<file path="src/rtl/msixw_pkg.sv">
// msixw_pkg: types and constants shared by the msi-x capability walker
// holds the request/result payload structs and the walk phase encoding
// no dependencies
package msixw_pkg;

	localparam int unsigned HDR_CNT_W = 6;
	localparam logic [HDR_CNT_W-1:0] MAX_HEADERS = 6'd48;

	localparam logic       KIND_START   = 1'b0;
	localparam logic       KIND_DATA    = 1'b1;
	localparam logic       OUT_REQUEST  = 1'b0;
	localparam logic       OUT_RESULT   = 1'b1;

	localparam logic [7:0] CAP_ID_MSIX   = 8'h11;
	localparam logic [7:0] OFS_CMD_STAT  = 8'h04;
	localparam logic [7:0] OFS_CAP_PTR   = 8'h34;
	localparam logic [7:0] OFS_TABLE     = 8'h04;
	localparam logic [7:0] OFS_PBA       = 8'h08;
	localparam int unsigned CAP_LIST_BIT = 20;

	typedef struct packed {
		logic        kind;
		logic [7:0]  bus;
		logic [4:0]  slot;
		logic [2:0]  func;
		logic [31:0] read_data;
	} in_item_t;

	typedef struct packed {
		logic        out_kind;
		logic [23:0] config_address;
		logic        found;
		logic [7:0]  cap_ofs;
		logic [15:0] msg_ctrl;
		logic [11:0] tbl_len;
		logic [31:0] tbl_ofs;
		logic [2:0]  tbl_bar;
		logic [31:0] pba_ofs;
		logic [2:0]  pba_bar;
	} out_item_t;

	typedef enum logic [5:0] {
		PH_IDLE   = 6'b000001,
		PH_STATUS = 6'b000010,
		PH_PTR    = 6'b000100,
		PH_HEADER = 6'b001000,
		PH_TABLE  = 6'b010000,
		PH_PBA    = 6'b100000
	} phase_t;

endpackage

</file>
<file path="src/rtl/msixw_in_if.sv">
// msixw_in_if: valid/ready channel carrying walker input items
// depends on msixw_pkg for the payload struct
interface msixw_in_if;
	import msixw_pkg::*;

	logic     valid;
	logic     ready;
	in_item_t payload;

	modport source (output valid, output payload, input ready);
	modport sink (input valid, input payload, output ready);
endinterface

</file>
<file path="src/rtl/msixw_out_if.sv">
// msixw_out_if: valid/ready channel carrying walker requests and results
// depends on msixw_pkg for the payload struct
interface msixw_out_if;
	import msixw_pkg::*;

	logic      valid;
	logic      ready;
	out_item_t payload;

	modport source (output valid, output payload, input ready);
	modport sink (input valid, input payload, output ready);
endinterface

</file>
<file path="src/rtl/msix_capability_walker.sv">
// msix_capability_walker: walks a pci function's capability list for msi-x
// pipeline: two register stages, an accepted item is held in the input register and its output in the output register
// throughput: one item per cycle while result.ready holds, set by the single input and output register pair
// reset (arst_n low, asynchronous): walk phase idle, both stages empty, saved fields zero
// depends on msixw_pkg, msixw_in_if, msixw_out_if
module msix_capability_walker
	import msixw_pkg::*;
(
	input  logic               clk,
	input  logic               arst_n,
	msixw_in_if.sink           walk,
	msixw_out_if.source        result
);

	// input stage
	logic     valid_s1;
	in_item_t item_s1;

	// walk state
	phase_t                 phase_q;
	logic [15:0]            target_function_q;
	logic [7:0]             current_offset_q;
	logic [HDR_CNT_W-1:0]   headers_seen_q;
	logic [15:0]            saved_control_q;
	logic [31:0]            saved_table_word_q;

	// output register
	logic      out_valid_q;
	out_item_t out_q;

	// next-state and result of the item in stage 1
	phase_t               phase_d;
	logic [7:0]           current_offset_d;
	logic [HDR_CNT_W-1:0] headers_seen_d;
	logic [15:0]          saved_control_d;
	logic [31:0]          saved_table_word_d;
	logic [15:0]          target_function_d;
	logic                 res_valid;
	out_item_t            res;

	logic                 advance;
	logic [HDR_CNT_W-1:0] headers_inc;
	logic [7:0]           link_ptr;
	logic [7:0]           req_offset;
	logic                 emit_req;
	logic                 emit_done;
	logic                 done_found;

	// stage 1 moves on whenever the output register is free or being drained
	assign advance      = !out_valid_q || result.ready;
	assign walk.ready   = !valid_s1 || advance;
	assign result.valid = out_valid_q;
	assign result.payload = out_q;

	assign headers_inc = headers_seen_q + 1'b1;
	assign link_ptr    = item_s1.read_data[15:8];

	always_comb begin
		phase_d            = phase_q;
		current_offset_d   = current_offset_q;
		headers_seen_d     = headers_seen_q;
		saved_control_d    = saved_control_q;
		saved_table_word_d = saved_table_word_q;
		target_function_d  = target_function_q;
		emit_req           = 1'b0;
		emit_done          = 1'b0;
		done_found         = 1'b0;
		req_offset         = '0;

		if (item_s1.kind == KIND_START) begin
			// a start during a walk is dropped
			if (phase_q == PH_IDLE) begin
				target_function_d = {item_s1.bus, item_s1.slot, item_s1.func};
				headers_seen_d    = '0;
				phase_d           = PH_STATUS;
				emit_req          = 1'b1;
				req_offset        = OFS_CMD_STAT;
			end
		end else begin
			unique case (phase_q)
				PH_IDLE: begin
					// data with no walk running is dropped
				end
				PH_STATUS: begin
					// capability list bit of the status register
					if (!item_s1.read_data[CAP_LIST_BIT]) begin
						phase_d   = PH_IDLE;
						emit_done = 1'b1;
					end else begin
						phase_d    = PH_PTR;
						emit_req   = 1'b1;
						req_offset = OFS_CAP_PTR;
					end
				end
				PH_PTR: begin
					current_offset_d = item_s1.read_data[7:0];
					if (item_s1.read_data[7:0] == 8'h00) begin
						phase_d   = PH_IDLE;
						emit_done = 1'b1;
					end else begin
						headers_seen_d = '0;
						phase_d        = PH_HEADER;
						emit_req       = 1'b1;
						req_offset     = item_s1.read_data[7:0];
					end
				end
				PH_HEADER: begin
					headers_seen_d = headers_inc;
					priority if (item_s1.read_data[7:0] == CAP_ID_MSIX) begin
						saved_control_d = item_s1.read_data[31:16];
						phase_d         = PH_TABLE;
						emit_req        = 1'b1;
						req_offset      = current_offset_q + OFS_TABLE;
					end else if (link_ptr == 8'h00 || headers_inc >= MAX_HEADERS) begin
						// end of list or runaway list
						phase_d   = PH_IDLE;
						emit_done = 1'b1;
					end else begin
						current_offset_d = link_ptr;
						emit_req         = 1'b1;
						req_offset       = link_ptr;
					end
				end
				PH_TABLE: begin
					saved_table_word_d = item_s1.read_data;
					phase_d            = PH_PBA;
					emit_req           = 1'b1;
					req_offset         = current_offset_q + OFS_PBA;
				end
				PH_PBA: begin
					phase_d    = PH_IDLE;
					emit_done  = 1'b1;
					done_found = 1'b1;
				end
				default: begin
					phase_d = PH_IDLE;
				end
			endcase
		end
	end

	// result assembly: request and not-found results carry zeros in unused fields
	always_comb begin
		res       = '0;
		res_valid = emit_req || emit_done;
		if (emit_req) begin
			res.out_kind       = OUT_REQUEST;
			res.config_address = {target_function_d, req_offset};
		end else if (emit_done) begin
			res.out_kind = OUT_RESULT;
			if (done_found) begin
				res.found    = 1'b1;
				res.cap_ofs  = current_offset_q;
				res.msg_ctrl = saved_control_q;
				res.tbl_len  = {1'b0, saved_control_q[10:0]} + 12'd1;
				res.tbl_ofs  = {saved_table_word_q[31:3], 3'b000};
				res.tbl_bar  = saved_table_word_q[2:0];
				res.pba_ofs  = {item_s1.read_data[31:3], 3'b000};
				res.pba_bar  = item_s1.read_data[2:0];
			end
		end
	end

	// input register
	always_ff @(posedge clk or negedge arst_n) begin
		if (!arst_n) begin
			valid_s1 <= 1'b0;
		end else if (walk.ready) begin
			valid_s1 <= walk.valid;
		end
	end

	always_ff @(posedge clk) begin
		if (walk.ready && walk.valid) begin
			item_s1 <= walk.payload;
		end
	end

	// walk state, updated as the stage 1 item retires
	always_ff @(posedge clk or negedge arst_n) begin
		if (!arst_n) begin
			phase_q            <= PH_IDLE;
			target_function_q  <= '0;
			current_offset_q   <= '0;
			headers_seen_q     <= '0;
			saved_control_q    <= '0;
			saved_table_word_q <= '0;
		end else if (valid_s1 && advance) begin
			phase_q            <= phase_d;
			target_function_q  <= target_function_d;
			current_offset_q   <= current_offset_d;
			headers_seen_q     <= headers_seen_d;
			saved_control_q    <= saved_control_d;
			saved_table_word_q <= saved_table_word_d;
		end
	end

	// output register
	always_ff @(posedge clk or negedge arst_n) begin
		if (!arst_n) begin
			out_valid_q <= 1'b0;
		end else if (advance) begin
			out_valid_q <= valid_s1 && res_valid;
		end
	end

	always_ff @(posedge clk) begin
		if (advance) begin
			out_q <= res;
		end
	end

	// a request never carries discovery fields
	a_req_clean: assert property (@(posedge clk) disable iff (!arst_n)
		out_valid_q && out_q.out_kind == OUT_REQUEST |-> !out_q.found && out_q.tbl_len == '0)
		else $error("request carries discovery fields");

	// a found result always reports at least one table entry
	a_found_size: assert property (@(posedge clk) disable iff (!arst_n)
		out_valid_q && out_q.found |-> out_q.tbl_len != '0 && out_q.out_kind == OUT_RESULT)
		else $error("found result with empty table");

	// a final result leaves the walker idle
	a_done_idle: assert property (@(posedge clk) disable iff (!arst_n)
		valid_s1 && advance && emit_done |=> phase_q == PH_IDLE)
		else $error("walker not idle after final result");

	// header count never passes the limit
	a_hdr_limit: assert property (@(posedge clk) disable iff (!arst_n)
		headers_seen_q <= MAX_HEADERS)
		else $error("header count beyond limit");

endmodule

</file>
<file path="src/flat_wrapper.sv">
// flat-port wrapper written by rule: the top's interface ports become plain ports
module msix_capability_walker_flat import msixw_pkg::*;
  (clk, arst_n, walk_valid, walk_payload, walk_ready, result_valid, result_payload, result_ready);
  msixw_in_if walk_i ();
  msixw_out_if result_i ();
  input  logic clk;
  input  logic arst_n;
  input wire logic [$bits(walk_i.valid)-1:0] walk_valid;
  input wire logic [$bits(walk_i.payload)-1:0] walk_payload;
  output wire logic [$bits(walk_i.ready)-1:0] walk_ready;
  output wire logic [$bits(result_i.valid)-1:0] result_valid;
  output wire logic [$bits(result_i.payload)-1:0] result_payload;
  input wire logic [$bits(result_i.ready)-1:0] result_ready;
  assign walk_i.valid = walk_valid;
  assign walk_i.payload = walk_payload;
  assign walk_ready = walk_i.ready;
  assign result_valid = result_i.valid;
  assign result_payload = result_i.payload;
  assign result_i.ready = result_ready;
  msix_capability_walker u_core (.clk(clk), .arst_n(arst_n), .walk(walk_i), .result(result_i));
endmodule
</file>
<file path="config.mk">
export PLATFORM = sky130hd
export DESIGN_NAME = msix_capability_walker_flat
export DESIGN_NICKNAME = d
export VERILOG_FILES = /design/src/rtl/msixw_pkg.sv /design/src/rtl/msixw_in_if.sv /design/src/rtl/msixw_out_if.sv /design/src/rtl/msix_capability_walker.sv /design/src/flat_wrapper.sv
export SDC_FILE = /design/constraint.sdc
export NUM_CORES = 1
export LEC_CHECK = 0
export BUFFER_PORTS_ARGS = -buffer_cell sky130_fd_sc_hd__buf_4
export CORE_MARGIN = 5
export CORE_UTILIZATION = 35
export DETAILED_ROUTE_END_ITERATION = 7
export HOLD_SLACK_MARGIN = 0.15
export PLACE_DENSITY = 0.51
export REMOVE_ABC_BUFFERS = 1
export SETUP_SLACK_MARGIN = 0.2
export SYNTH_ARGS = -nofsm -noshare
export SYNTH_HDL_FRONTEND = slang
export SYNTH_SLANG_ARGS = --single-unit
</file>
<file path="constraint.sdc">
create_clock -name clk -period 5.7 [get_ports clk]
set_input_delay 1.14 -clock clk [delete_from_list [all_inputs] [get_ports clk]]
set_output_delay 1.14 -clock clk [all_outputs]
set_load 0.01 [all_outputs]
</file>
==> results of run 1 <==
[synthesized netlist by cell type, types with 4 or more instances]
cell type / n
nor2b_1: 5
xnor2_1: 7
dfrtp_1: 85
o211ai_1: 4
clkbuf_1: 29
nor2_1: 24
nand2_1: 88
nand4_1: 5
edfxtp_1: 175
ha_1: 4
inv_1: 8
nor3_1: 4
buf_2: 5
a22o_1: 17
xor2_1: 10
o22ai_1: 6
buf_4: 8
and3_1: 97
a22oi_1: 4
a21oi_1: 9
nor3b_1: 4
nand3_1: 19
mux2_2: 59
nor4_1: 8
[final timing paths]
check                              startpoint                           end  slack (ps)  depth (start not counted)
max                              result_ready   u_core.target_function_q[6]        2070                          8
min                        u_core.item_s1[47]  u_core.target_function_q[15]         470                          2
max reg2reg                 u_core.phase_q[4]    u_core.result.payload[129]        2170                          5
min reg2reg                u_core.item_s1[47]  u_core.target_function_q[15]         470                          2
max in group asynchronous              arst_n  u_core.saved_table_word_q[4]        4000                          2
min in group asynchronous              arst_n     u_core.saved_control_q[5]         560                          1
[sequential cells by signal, indices dropped and copies added, names as in the netlist]
name	flops
u_core.item_s1	49
u_core.phase_q	6
u_core.saved_control_q	16
u_core.result.payload	126
u_core.saved_table_word_q	32
u_core.current_offset_q	8
u_core.headers_seen_q	6
u_core.target_function_q	16
u_core.valid_s1	1
u_core.result.valid	1
[power by group]
group,internal [W],switching [W]
clock network,0.00111,0.000743
logic,0.000413,0.000516
registers,0.00243,0.000222
[metrics by stage]
| stage | hold WS [ps] | setup WS, ps | utilization (%) | instance area, µm² |
|---|---|---|---|---|
| after CTS | 469 | 2060 | 44.4 | 13200 |
| after floorplan | 441 | -863 | - | 10300 |
| after global placement | 453 | 1570 | 41.2 | 12200 |
| final | 472 | 2070 | 44.4 | 13200 |
| after detailed placement | 462 | 1490 | 41.2 | 12200 |
| after global routing | 493 | 1850 | 44.4 | 13200 |
[cells in the final DEF, fill, tap and decap left out, types with 8 or more instances in the layout]
master	count
a21oi_1	9
a22o_1	17
and3_1	97
buf_4	186
clkbuf_16	28
dfrtp_1	85
edfxtp_1	175
mux2_2	59
nand2_1	88
nand3_1	19
nor2_1	22
nor4_1	8
xor2_1	10
[worst max-delay path: stages]
cell and delay [ps]:
buf_4 80, nor2b_1 80, inv_6 390, buf_4 890, nand2_1 180, nor2_1 1030
nand2_1 130, nand2_1 100
[layout make-up]
type,instances,area (µm²)
Clock inverter,16,200
Multi-Input combinational cell,425,2900
Inverter,8,35.0
Clock buffer,35,747
Sequential cell,261,7410
Tap cell,390,488
Timing Repair Buffer,186,1400
Fill cell,2747,16500
[layer usage]
metal  vias to the layer above  share of wire (%)  track usage [%]
li1                       3072                  -                -
met1                      3266                 48             22.2
met2                       205                 44             22.4
met3                        30                6.0             2.90
met4                         0                1.6             2.77
met5                         -                  0                0
[cell families (layout without fill, tap and decap cells)]
| group | Yosys count | in the layout |
|---|---|---|
| multiplexers | 61 | 61 |
| XOR/XNOR | 17 | 17 |
| AND/OR/NAND/NOR | 273 | 273 |
| flip-flops | 261 | 261 |
| AO/OA/AOI/OAI | 64 | 64 |
| other | 1 | 6 |
| buffers and inverters | 52 | 245 |
| adder cells (fa/ha/maj) | 4 | 4 |
==> metrics.md, run 1 <==
| Metric | Value |
|---|---|
| Syn. warnings | `0` |
| Synth area leader | `edfxtp_1` |
| Vias in the first global route | `6627` |
| Yosys cell types | `60` |
| Adder-cell share of the synthesized area | `0.476%` |
| Complex-gate fraction of the synthesized area | `4.92%` |
| Reg clk slew, reported paths | `60 ps` |
| Clk_skew | `25.1 ps` |
| Maximum VDD drop | `0.272 mV` |
| Iter 0 DRT Violations | `470` |
| DP Wirelength | `16200 µm` |
| Worst EP arrival | `4100 ps` |
| Worst slew pin tran | `1310 ps` |
| Final Cycle Share | `63.7%` |
| Placed insts | `1270` |
| Core Box Area | `29600 µm²` |
| Pwr Total | `0.00543 W` |
| Number of synthesized flops with an enable pin | `175` |
| First-pass DRT Iterations | `5` |
| Worst-skew pair later-pin latency | `560 ps` |
| Setup TNS Final | `0 ps` |
| Area Overhead vs Synth | `25.3%` |
| Max-slew violations | `0` |
| Min Tclk post-route | `3630 ps` |
| Crit path max fanout | `82` |
| Initial Util | `35.5%` |
| Status | `completed` |
| Ant. Diodes | `0` |
| H-tree depth | `1` |
| Max Cap Viol | `0` |
| Wire per inst | `19.4 µm` |
| Fmax | `276 MHz` |
| First-pass GRT wire length | `39400 µm` |
| Mux cell area share after synthesis | `6.51%` |
| Top cell type's share of synthesized area | `50.0%` |
| Maximum clock path buffer count | `3` |
| CP startpoint kind | `input port` |
| Syn avg cell area | `14.3 µm²` |
| Nets@finish | `967` |
| Antenna-violating nets left | `0` |
| Antenna violations before repair | `0` |
| Die ar. | `33600 µm²` |
| CP Class | `in -> reg` |
| Critical Path End Type | `flip-flop` |
| Post-Syn Instances | `733` |
| Async SR Flop Fraction | `33.0%` |
| DRC | `0` |
| Post-Layout Cell Count | `1321` |
| Critical Path RT | `6170 ps` |
| Top_reg_cell synth | `edfxtp_1` |
| TritonCTS Buffers | `28` |
| GRT overflow | `0` |
| Worst slew margin | `12.4%` |
| Final hold violation count | `0` |
| DIE WIDTH | `183 µm` |
| RSZ-0062 raised after global routing | `false` |
| Via count | `6573` |
| CTS Root Cell | `clkbuf_16` |
| Row count | `63` |
| Via/cell ratio | `4.98` |
| Post-Synthesis Cell Area | `10500 µm²` |
| Cts repair resizes | `0` |
| Top Ports | `187` |
| WL final | `25600 µm` |
| Xor and xnor area share after synthesis | `1.42%` |
| Seq/Total Area, Yosys | `70.5%` |
| Clock sinks | `261` |
| CTS tree | `yes` |
| Layout cells sized above 1 | `32.4%` |
| Leak | `6.06 nW` |
| I/O Buffers | `180` |
| Largest family of logic cells by synthesized area | `simple AND/OR/NAND/NOR gates` |
| Hold Crit Class | `reg -> reg` |
| #FFs+latches synth | `261` |
| Final setup violating endpoints | `0` |
| Area contributors post-synth | `edfxtp_1, dfrtp_1, mux2_2, and3_1, nand2_1` |
| Total GRT Usage | `14.7%` |
| Setup Fix Bufs, Post-CTS | `0` |
| Final Wtd Congestion | `0.786` |
| Power Dens Cells | `413 nW/µm²` |
| Simple-gate portion of the synthesized area | `13.9%` |
| Hold-fix buffers, CTS | `0` |
| Height of the die | `183 µm` |
| Pin count of the biggest net entering global routing | `94` |
Note: power is estimated with default switching activity, not from simulation.
==> inputs of run 2 (changes only) <==
--- a/config.mk
+++ b/config.mk
@@ -5,6 +5,7 @@
 export SDC_FILE = /design/constraint.sdc
 export NUM_CORES = 1
 export LEC_CHECK = 0
+export ABC_AREA = 1
 export BUFFER_PORTS_ARGS = -buffer_cell sky130_fd_sc_hd__buf_4
 export CORE_MARGIN = 5
 export CORE_UTILIZATION = 35
==> constraint.sdc (replaced) <==
create_clock -name clk -period 3.45 [get_ports clk]
set_input_delay 0.69 -clock clk [delete_from_list [all_inputs] [get_ports clk]]
set_output_delay 0.69 -clock clk [all_outputs]
set_load 0.01 [all_outputs]
==> run 2 against run 1 <==
Synthesized area up 2.3%. Wire length fell by 4.6%. Worst setup slack lost 1000 ps. Utilization fell by 0.55 points. First-iteration DRC count shrank 9.6%. Global-route usage fell by 0.79 points. Die area is 2.2% higher. Sequential cell count stayed put. Count of clock-buffer cells in the layout up 7. Non-clock buffer count grew 4. Clock skew is 15 ps lower.
==> metrics.md, run 2 <==
| Metric | Value |
|---|---|
| Hold Crit Class | `in -> async (was reg -> reg)` |
| WL final | `24400 µm (was 25600 µm)` |
| Status | `completed (unchanged)` |
| Initial Util | `35.3% (was 35.5%)` |
| Clock network fraction of total power | `31.0% (was 34.1%)` |
| Critical Path End Type | `flip-flop (unchanged)` |
| Worst-path cell chain | `nor2_4, nand4_2, buf_4, inv_2, nand2_2, inv_2, nand2_2, nand2_1, o21ai_1 (was buf_4, nor2b_1, inv_6, buf_4, nand2_1, nor2_1, nand2_1, nand2_1)` |
| Via count | `6771 (was 6573)` |
| Nets@finish | `1156 (was 967)` |
| Sequential share of power | `47.2% (was 48.8%)` |
| Post-Place Cell Area | `12500 µm² (was 12200 µm²)` |
| CTS Root Cell | `clkbuf_16 (unchanged)` |
| Top_reg_cell synth | `edfxtp_1 (unchanged)` |
| Sw power | `0.00265 W (was 0.00148 W)` |
| Number of synthesized flops with an enable pin | `175 (unchanged)` |
| Top cell type's share of synthesized area | `48.9% (was 50.0%)` |
| Worst slew pin tran | `690 ps (was 1310 ps)` |
| DRC | `0 (unchanged)` |
| Commonest non-fill, non-tap cell in the layout | `buf_4 (unchanged)` |
| Iter 0 DRT Violations | `425 (was 470)` |
| Maximum VDD drop | `0.348 mV (was 0.272 mV)` |
| Leak | `5.79 nW (was 6.06 nW)` |
| Most frequent cells in the layout | `buf_4, edfxtp_1, nand2_1 (was buf_4, edfxtp_1, and3_1)` |
| Antenna-violating nets left | `0 (unchanged)` |
| Post-Synthesis Cell Area | `10800 µm² (was 10500 µm²)` |
| Worst R2R Start | `u_core.phase_q[5] (was u_core.phase_q[4])` |
| Min Tclk post-route | `2380 ps` |
| Fmax | `420 MHz` |
| H-tree depth | `1 (unchanged)` |
| Final design utilization | `43.9% (was 44.4%)` |
| Total GRT Usage | `13.9% (was 14.7%)` |
| Vias in the first global route | `6778 (was 6627)` |
| Critical Path Start | `u_core.phase_q[5] (was result_ready)` |
| Antenna violations before repair | `0 (unchanged)` |
| Ant. Diodes | `0 (unchanged)` |
| Maximum clock path buffer count | `3 (unchanged)` |
| Critical Path RT | `3830 ps (was 6170 ps)` |
| CP max-delay cell | `dfrtp_1 (was nor2_1)` |
| Top Ports | `187 (unchanged)` |
| Hold Slack | `199 ps (was 472 ps)` |
| Async SR Flop Fraction | `33.0% (unchanged)` |
| Final setup violating endpoints | `0 (unchanged)` |
| DIE WIDTH | `185 µm (was 183 µm)` |
| Final Wtd Congestion | `0.837 (was 0.786)` |
| Core Box Area | `30400 µm² (was 29600 µm²)` |
| TritonCTS Buffers | `28 (unchanged)` |
| Height of the die | `185 µm (was 183 µm)` |
| Reg clk slew, reported paths | `60 ps (about the same)` |
| Yosys cell types | `48 (was 60)` |
| Area contributors post-synth | `edfxtp_1, dfrtp_1, nand2_1, nor2_1, inv_1 (was edfxtp_1, dfrtp_1, mux2_2, and3_1, nand2_1)` |
| CP Class | `reg -> reg (was in -> reg)` |
| First-pass DRT Iterations | `5 (unchanged)` |
| GRT overflow | `0 (unchanged)` |
| Clk_skew | `10.1 ps (was 25.1 ps)` |
| Hold-fix buffers, CTS | `0 (unchanged)` |
| #FFs+latches synth | `261 (unchanged)` |
| First-pass GRT wire length | `37900 µm (was 39400 µm)` |
| Pwr Total | `0.00921 W (was 0.00543 W)` |
| Power Dens Cells | `690 nW/µm² (was 413 nW/µm²)` |
| Row count | `64 (was 63)` |
| Via/cell ratio | `4.46 (was 4.98)` |
| Fin area | `13400 µm² (was 13200 µm²)` |
| Worst-skew pair later-pin latency | `530 ps (was 560 ps)` |
| Comb pwr share | `21.8% (was 17.1%)` |
| Max FFs per register | `126 (unchanged)` |
| I/O Buffers | `180 (unchanged)` |
| Crit path max fanout | `33 (was 82)` |
| Clock sinks | `261 (unchanged)` |
| CP startpoint kind | `flip-flop (was input port)` |
| Final Cycle Share | `69.0%` |
| Post-Layout Cell Count | `1517 (was 1321)` |
| Area Overhead vs Synth | `24.2% (was 25.3%)` |
| P_int | `0.00656 W (was 0.00395 W)` |
| Worst slew margin | `53.9% (was 12.4%)` |
| Layout cells sized above 1 | `27.1% (was 32.4%)` |
| Seq/Total Area, Yosys | `68.9% (was 70.5%)` |
| DP Wirelength | `16400 µm (was 16200 µm)` |
| Slowest cell delay on critical path | `460 ps (was 1030 ps)` |
| Placed insts | `1465 (was 1270)` |
| Max Cap Viol | `0 (unchanged)` |
| Top-count cell post-synth | `edfxtp_1 (unchanged)` |
| Syn. warnings | `0 (unchanged)` |
| Sw Share | `28.8% (was 27.3%)` |
| CTS tree | `yes (unchanged)` |
| Wire per inst | `16.1 µm (was 19.4 µm)` |
| Synth area leader | `edfxtp_1 (unchanged)` |
| Cts repair resizes | `0 (unchanged)` |
| Die ar. | `34300 µm² (was 33600 µm²)` |
| Final hold violation count | `0 (unchanged)` |
| Worst EP arrival | `2770 ps (was 4100 ps)` |
| Post-synth top cells | `edfxtp_1, nand2_1, nor2_1 (was edfxtp_1, and3_1, nand2_1)` |
| Syn avg cell area | `11.8 µm² (was 14.3 µm²)` |
| Pin count of the biggest net entering global routing | `53 (was 94)` |
| Max-slew violations | `0 (unchanged)` |
| Post-Syn Instances | `912 (was 733)` |
| Setup Fix Bufs, Post-CTS | `0 (unchanged)` |
| RSZ-0062 raised after global routing | `false (unchanged)` |
run 2: layout make-up:
cell class              count  area [µm²]
inverters                 118         452
flip-flops and latches    261        7410
fillers                  2935       17100
multi-input cells         500        2680
repair buffers            190        1440
clock buffers              42         815
well taps                 396         495
clock inverters            10        66.3
run 2: through the flow:
step           setup slack [ps]  TNS [ps]
3_3_place_gp               1010         0
3_5_place_dp                972         0
6_report                   1070         0
2_1_floorplan             -2740   -211810
5_1_grt                     833         0
4_1_cts                    1020         0
run 2: power groups by stage:
stage / Combinational, W / Sequential [W] / Clock [W]
CTS: 0.00206 / 0.00436 / 0.00294
floorplan: 0.000892 / 0.00456 / 0
finish: 0.00201 / 0.00435 / 0.00285
global placement: 0.00204 / 0.00442 / 0
detailed placement: 0.00206 / 0.00441 / 0
global route: 0.00222 / 0.00442 / 0.00307
run 2: worst paths after layout:
check / end / slack [ps] / cells after the start
max in group asynchronous: u_core.phase_q[0] / 2440 / 2
min reg2reg: u_core.saved_table_word_q[18] / 490 / 2
min: u_core.saved_table_word_q[14] / 200 / 1
max: u_core.saved_control_q[0] / 1070 / 9
min in group clk: u_core.item_s1[38] / 330 / 1
max reg2reg: u_core.saved_control_q[0] / 1070 / 9
run 2: metal layers:
metal  GRT usage (%)  part of all wire (%)  up-vias
li1                -                     -     3399
met1            20.3                    46     3164
met2            22.1                    46      175
met3            2.45                   6.5       33
met4            2.99                   1.5        0
met5               0                     0        -
run 2: logic make-up after synthesis:
| family | share of synthesized area (%) |
|---|---|
| simple gates | 14.5 |
| buf+inv | 6.39 |
| flops | 68.9 |
| fa+ha+maj | 0.466 |
| compound gates | 7.80 |
| xor+xnor | 0.652 |
| mux | 1.21 |
| other cells | 0.0349 |
run 2: critical path: cells and delay by family, from the launching register on:
kind | cells | cell delay (ps)
and+or+nand+nor | 5 | 1150
buffers and inverters | 3 | 520
DFF | 1 | 460
AOI/OAI and AO/OA | 1 | 80
==> inputs of run 3 (changes only) <==
--- a/config.mk
+++ b/config.mk
@@ -11,7 +11,7 @@
 export CORE_UTILIZATION = 35
 export DETAILED_ROUTE_END_ITERATION = 7
 export HOLD_SLACK_MARGIN = 0.15
-export PLACE_DENSITY = 0.51
+export PLACE_DENSITY = 0.53
 export REMOVE_ABC_BUFFERS = 1
 export SETUP_SLACK_MARGIN = 0.2
 export SYNTH_ARGS = -nofsm -noshare
==> constraint.sdc (replaced) <==
create_clock -name clk -period 2 [get_ports clk]
set_input_delay 0.4 -clock clk [delete_from_list [all_inputs] [get_ports clk]]
set_output_delay 0.4 -clock clk [all_outputs]
set_load 0.01 [all_outputs]
==> run 3 against run 2 <==
Cell count grew 8.4%. Power grew 83%. Via count grew 11%. Largest cell class unchanged. Largest power group unchanged.
==> metrics.md, run 3 (synthesis gave the netlist of run 2 again) <==
| Metric | Value |
|---|---|
| Antenna violations before repair | `0 (unchanged)` |
| Fillers | `2730 (was 2935)` |
| Max FFs per register | `126 (unchanged)` |
| Hold path endpoint | `u_core.valid_s1` |
| Hold Crit Class | `in -> reg (was in -> async)` |
| First-pass GRT wire length | `40200 µm (was 37900 µm)` |
| Leak | `6.66 nW (was 5.79 nW)` |
| R2R Setup Slk | `140 ps (was 1070 ps)` |
| Core Box Area | `30400 µm² (unchanged)` |
| Multi-input gate area | `3150 µm² (was 2680 µm²)` |
| Crit path max fanout | `5 (was 33)` |
| TritonCTS Buffers | `29 (was 28)` |
| First-pass DRT Iterations | `5 (unchanged)` |
| I/O Buffers | `180 (unchanged)` |
| Final Cycle Share | `93.1% (was 69.0%)` |
| Iter 0 DRT Violations | `384 (was 425)` |
| Worst R2R Start | `u_core.item_s1[7] (was u_core.phase_q[5])` |
| Final Wtd Congestion | `0.829 (was 0.837)` |
| Power Dens Cells | `1100 nW/µm² (was 690 nW/µm²)` |
| Area Overhead vs Synth | `43.2% (was 24.2%)` |
| Initial Util | `35.3% (unchanged)` |
| Critical Path End Type | `flip-flop (unchanged)` |
| Slowest cell delay on critical path | `430 ps (was 460 ps)` |
| Most frequent cells in the layout | `buf_4, edfxtp_1, nand2_1 (unchanged)` |
| Maximum clock path buffer count | `3 (unchanged)` |
| CTS tree | `yes (unchanged)` |
| Max-slew violations | `0 (unchanged)` |
| CTS Root Cell | `clkbuf_16 (unchanged)` |
| H-tree depth | `1 (unchanged)` |
| Top Ports | `187 (unchanged)` |
| Cells on Worst Hold Path | `4` |
| Layout cells sized above 1 | `37.6% (was 27.1%)` |
| Status | `completed (unchanged)` |
| Hold Slack | `268 ps (was 199 ps)` |
| End of the worst register-to-register path | `u_core.result.payload[116] (was u_core.saved_control_q[0])` |
| Total GRT Usage | `14.9% (was 13.9%)` |
| FF-to-FF path depth | `10 (was 9)` |
| Max Cap Viol | `0 (unchanged)` |
| Worst EP arrival | `2130 ps (was 2770 ps)` |
| Reg clk slew, reported paths | `60 ps (about the same)` |
| Final design utilization | `50.6% (was 43.9%)` |
| Worst-skew pair later-pin latency | `540 ps (was 530 ps)` |
| GRT overflow | `0 (unchanged)` |
| Clock sinks | `261 (unchanged)` |
| Via/cell ratio | `4.59 (was 4.46)` |
| Min Tclk post-route | `1860 ps (was 2380 ps)` |
| CP Class | `reg -> reg (unchanged)` |
| Wire per inst | `17.2 µm (was 16.1 µm)` |
| RSZ-0062 raised after global routing | `true (was false)` |
| Antenna-violating nets left | `0 (unchanged)` |
| Critical Path RT | `2270 ps (was 3830 ps)` |
| Worst slew margin | `44.9% (was 53.9%)` |
| Min-delay src | `result_ready` |
| CP startpoint kind | `flip-flop (unchanged)` |
| Nets@finish | `1284 (was 1156)` |
| Pwr Total | `0.0169 W (was 0.00921 W)` |
| Ant. Diodes | `0 (unchanged)` |
| Setup TNS Final | `0 ps (unchanged)` |
| DP Wirelength | `16700 µm (was 16400 µm)` |
| Seq. cell area | `7410 µm² (about the same)` |
| Pin count of the biggest net entering global routing | `70 (was 53)` |
| DIE WIDTH | `185 µm (unchanged)` |
| Vias in the first global route | `7254 (was 6778)` |
| Height of the die | `185 µm (unchanged)` |
| Row count | `64 (unchanged)` |
| CP max-delay cell | `edfxtp_1 (was dfrtp_1)` |
| DRC | `0 (unchanged)` |
| Maximum VDD drop | `0.648 mV (was 0.348 mV)` |
| Worst-path cell chain | `nor2_1, nand2_1, buf_4, nor2_4, nor2_2, nor3_4, nand2_4, nand2_8, buf_12, a22oi_1 (was nor2_4, nand4_2, buf_4, inv_2, nand2_2, inv_2, nand2_2, nand2_1, o21ai_1)` |
| Final setup violating endpoints | `0 (unchanged)` |
| WL final | `28400 µm (was 24400 µm)` |
| Via count | `7547 (was 6771)` |
| Clk_skew | `20.5 ps (was 10.1 ps)` |
| Worst slew pin tran | `826 ps (was 690 ps)` |
| Die ar. | `34300 µm² (unchanged)` |
| Final hold violation count | `0 (unchanged)` |
| Fmax | `537 MHz (was 420 MHz)` |
| Commonest non-fill, non-tap cell in the layout | `buf_4 (unchanged)` |
-- run 3: cell count changes in the layout (fill, tap and decap cells not counted), moves of 6 or more --
cell and change:
dlygate4sd3_1 +51, nor2_4 +12, nand2_4 +13, buf_4 +39
o21ai_1 -9, clkinv_1 -6, buf_12 +13, clkbuf_16 +7
buf_6 +12, nor2_1 -15, nand2_1 -38, nand2_2 +21
o21ai_2 +10
-- run 3: worst max-delay path, delay by kind of cell (launching register included) --
| family | cells | cell delay (ps) |
|---|---|---|
| flops | 1 | 430 |
| buf+inv | 2 | 280 |
| simple gates | 7 | 820 |
| compound gates | 1 | 60 |
-- run 3: routing by layer --
metal  up-vias  track usage [%]  wire, µm
met4         0             3.11       447
met2       206             24.4     13800
met5         -                0         0
met3        34             2.79      1700
li1       3657                -         -
met1      3650             20.8     12400
-- run 3: area by class of cell --
| type | count | share of cell area [%] |
|---|---|---|
| Sequential cell | 261 | 48.2 |
| Multi-Input combinational cell | 500 | 20.5 |
| Timing Repair Buffer | 317 | 19.1 |
| Clock buffer | 44 | 5.40 |
| Tap cell | 396 | 3.22 |
| Inverter | 118 | 3.12 |
| Clock inverter | 9 | 0.512 |
-- run 3: worst max path at each step --
| stage | from | to | slack (ps) | cells after the start |
|---|---|---|---|---|
| 6_report | u_core.item_s1[7] | u_core.result.payload[116] | 140 | 10 |
| 5_1_grt | u_core.item_s1[7] | u_core.phase_q[5] | 50 | 12 |
| 4_1_cts | u_core.item_s1[7] | u_core.result.payload[117] | 160 | 10 |
| 3_5_place_dp | u_core.phase_q[3] | u_core.result.payload[72] | 5 | 6 |
| 3_3_place_gp | u_core.item_s1[4] | u_core.result.payload[117] | 40 | 9 |
| 2_1_floorplan | u_core.result.valid | u_core.saved_table_word_q[0] | -3950 | 8 |
-- run 3: timing repair --
item | 4_1_cts | 5_1_grt
endpoints found under the setup margin | 144 | 158
setup buffers | 18 | 17
endpoints found under the hold margin | 75 | 0
hold buffers | 51 | 0
pin swaps | 12 | 23
gates resized for setup | 34 | 117
cloned | 3 | 11
-- run 3: per-stage QoR --
stage | area (µm²) | setup slack (ps) | std cells
5_1_grt | 15400 | 48.2 | 1645
3_5_place_dp | 12800 | 4.74 | 1492
2_1_floorplan | 10500 | -3950 | 879
3_3_place_gp | 12800 | 37.8 | 1492
4_1_cts | 14600 | 165 | 1617
6_report | 15400 | 137 | 1645
-- run 3: power breakdown --
| part | switching, W | internal (W) |
|---|---|---|
| clock network | 0.00210 | 0.00298 |
| registers | 0.000536 | 0.00696 |
| logic | 0.00231 | 0.00199 |
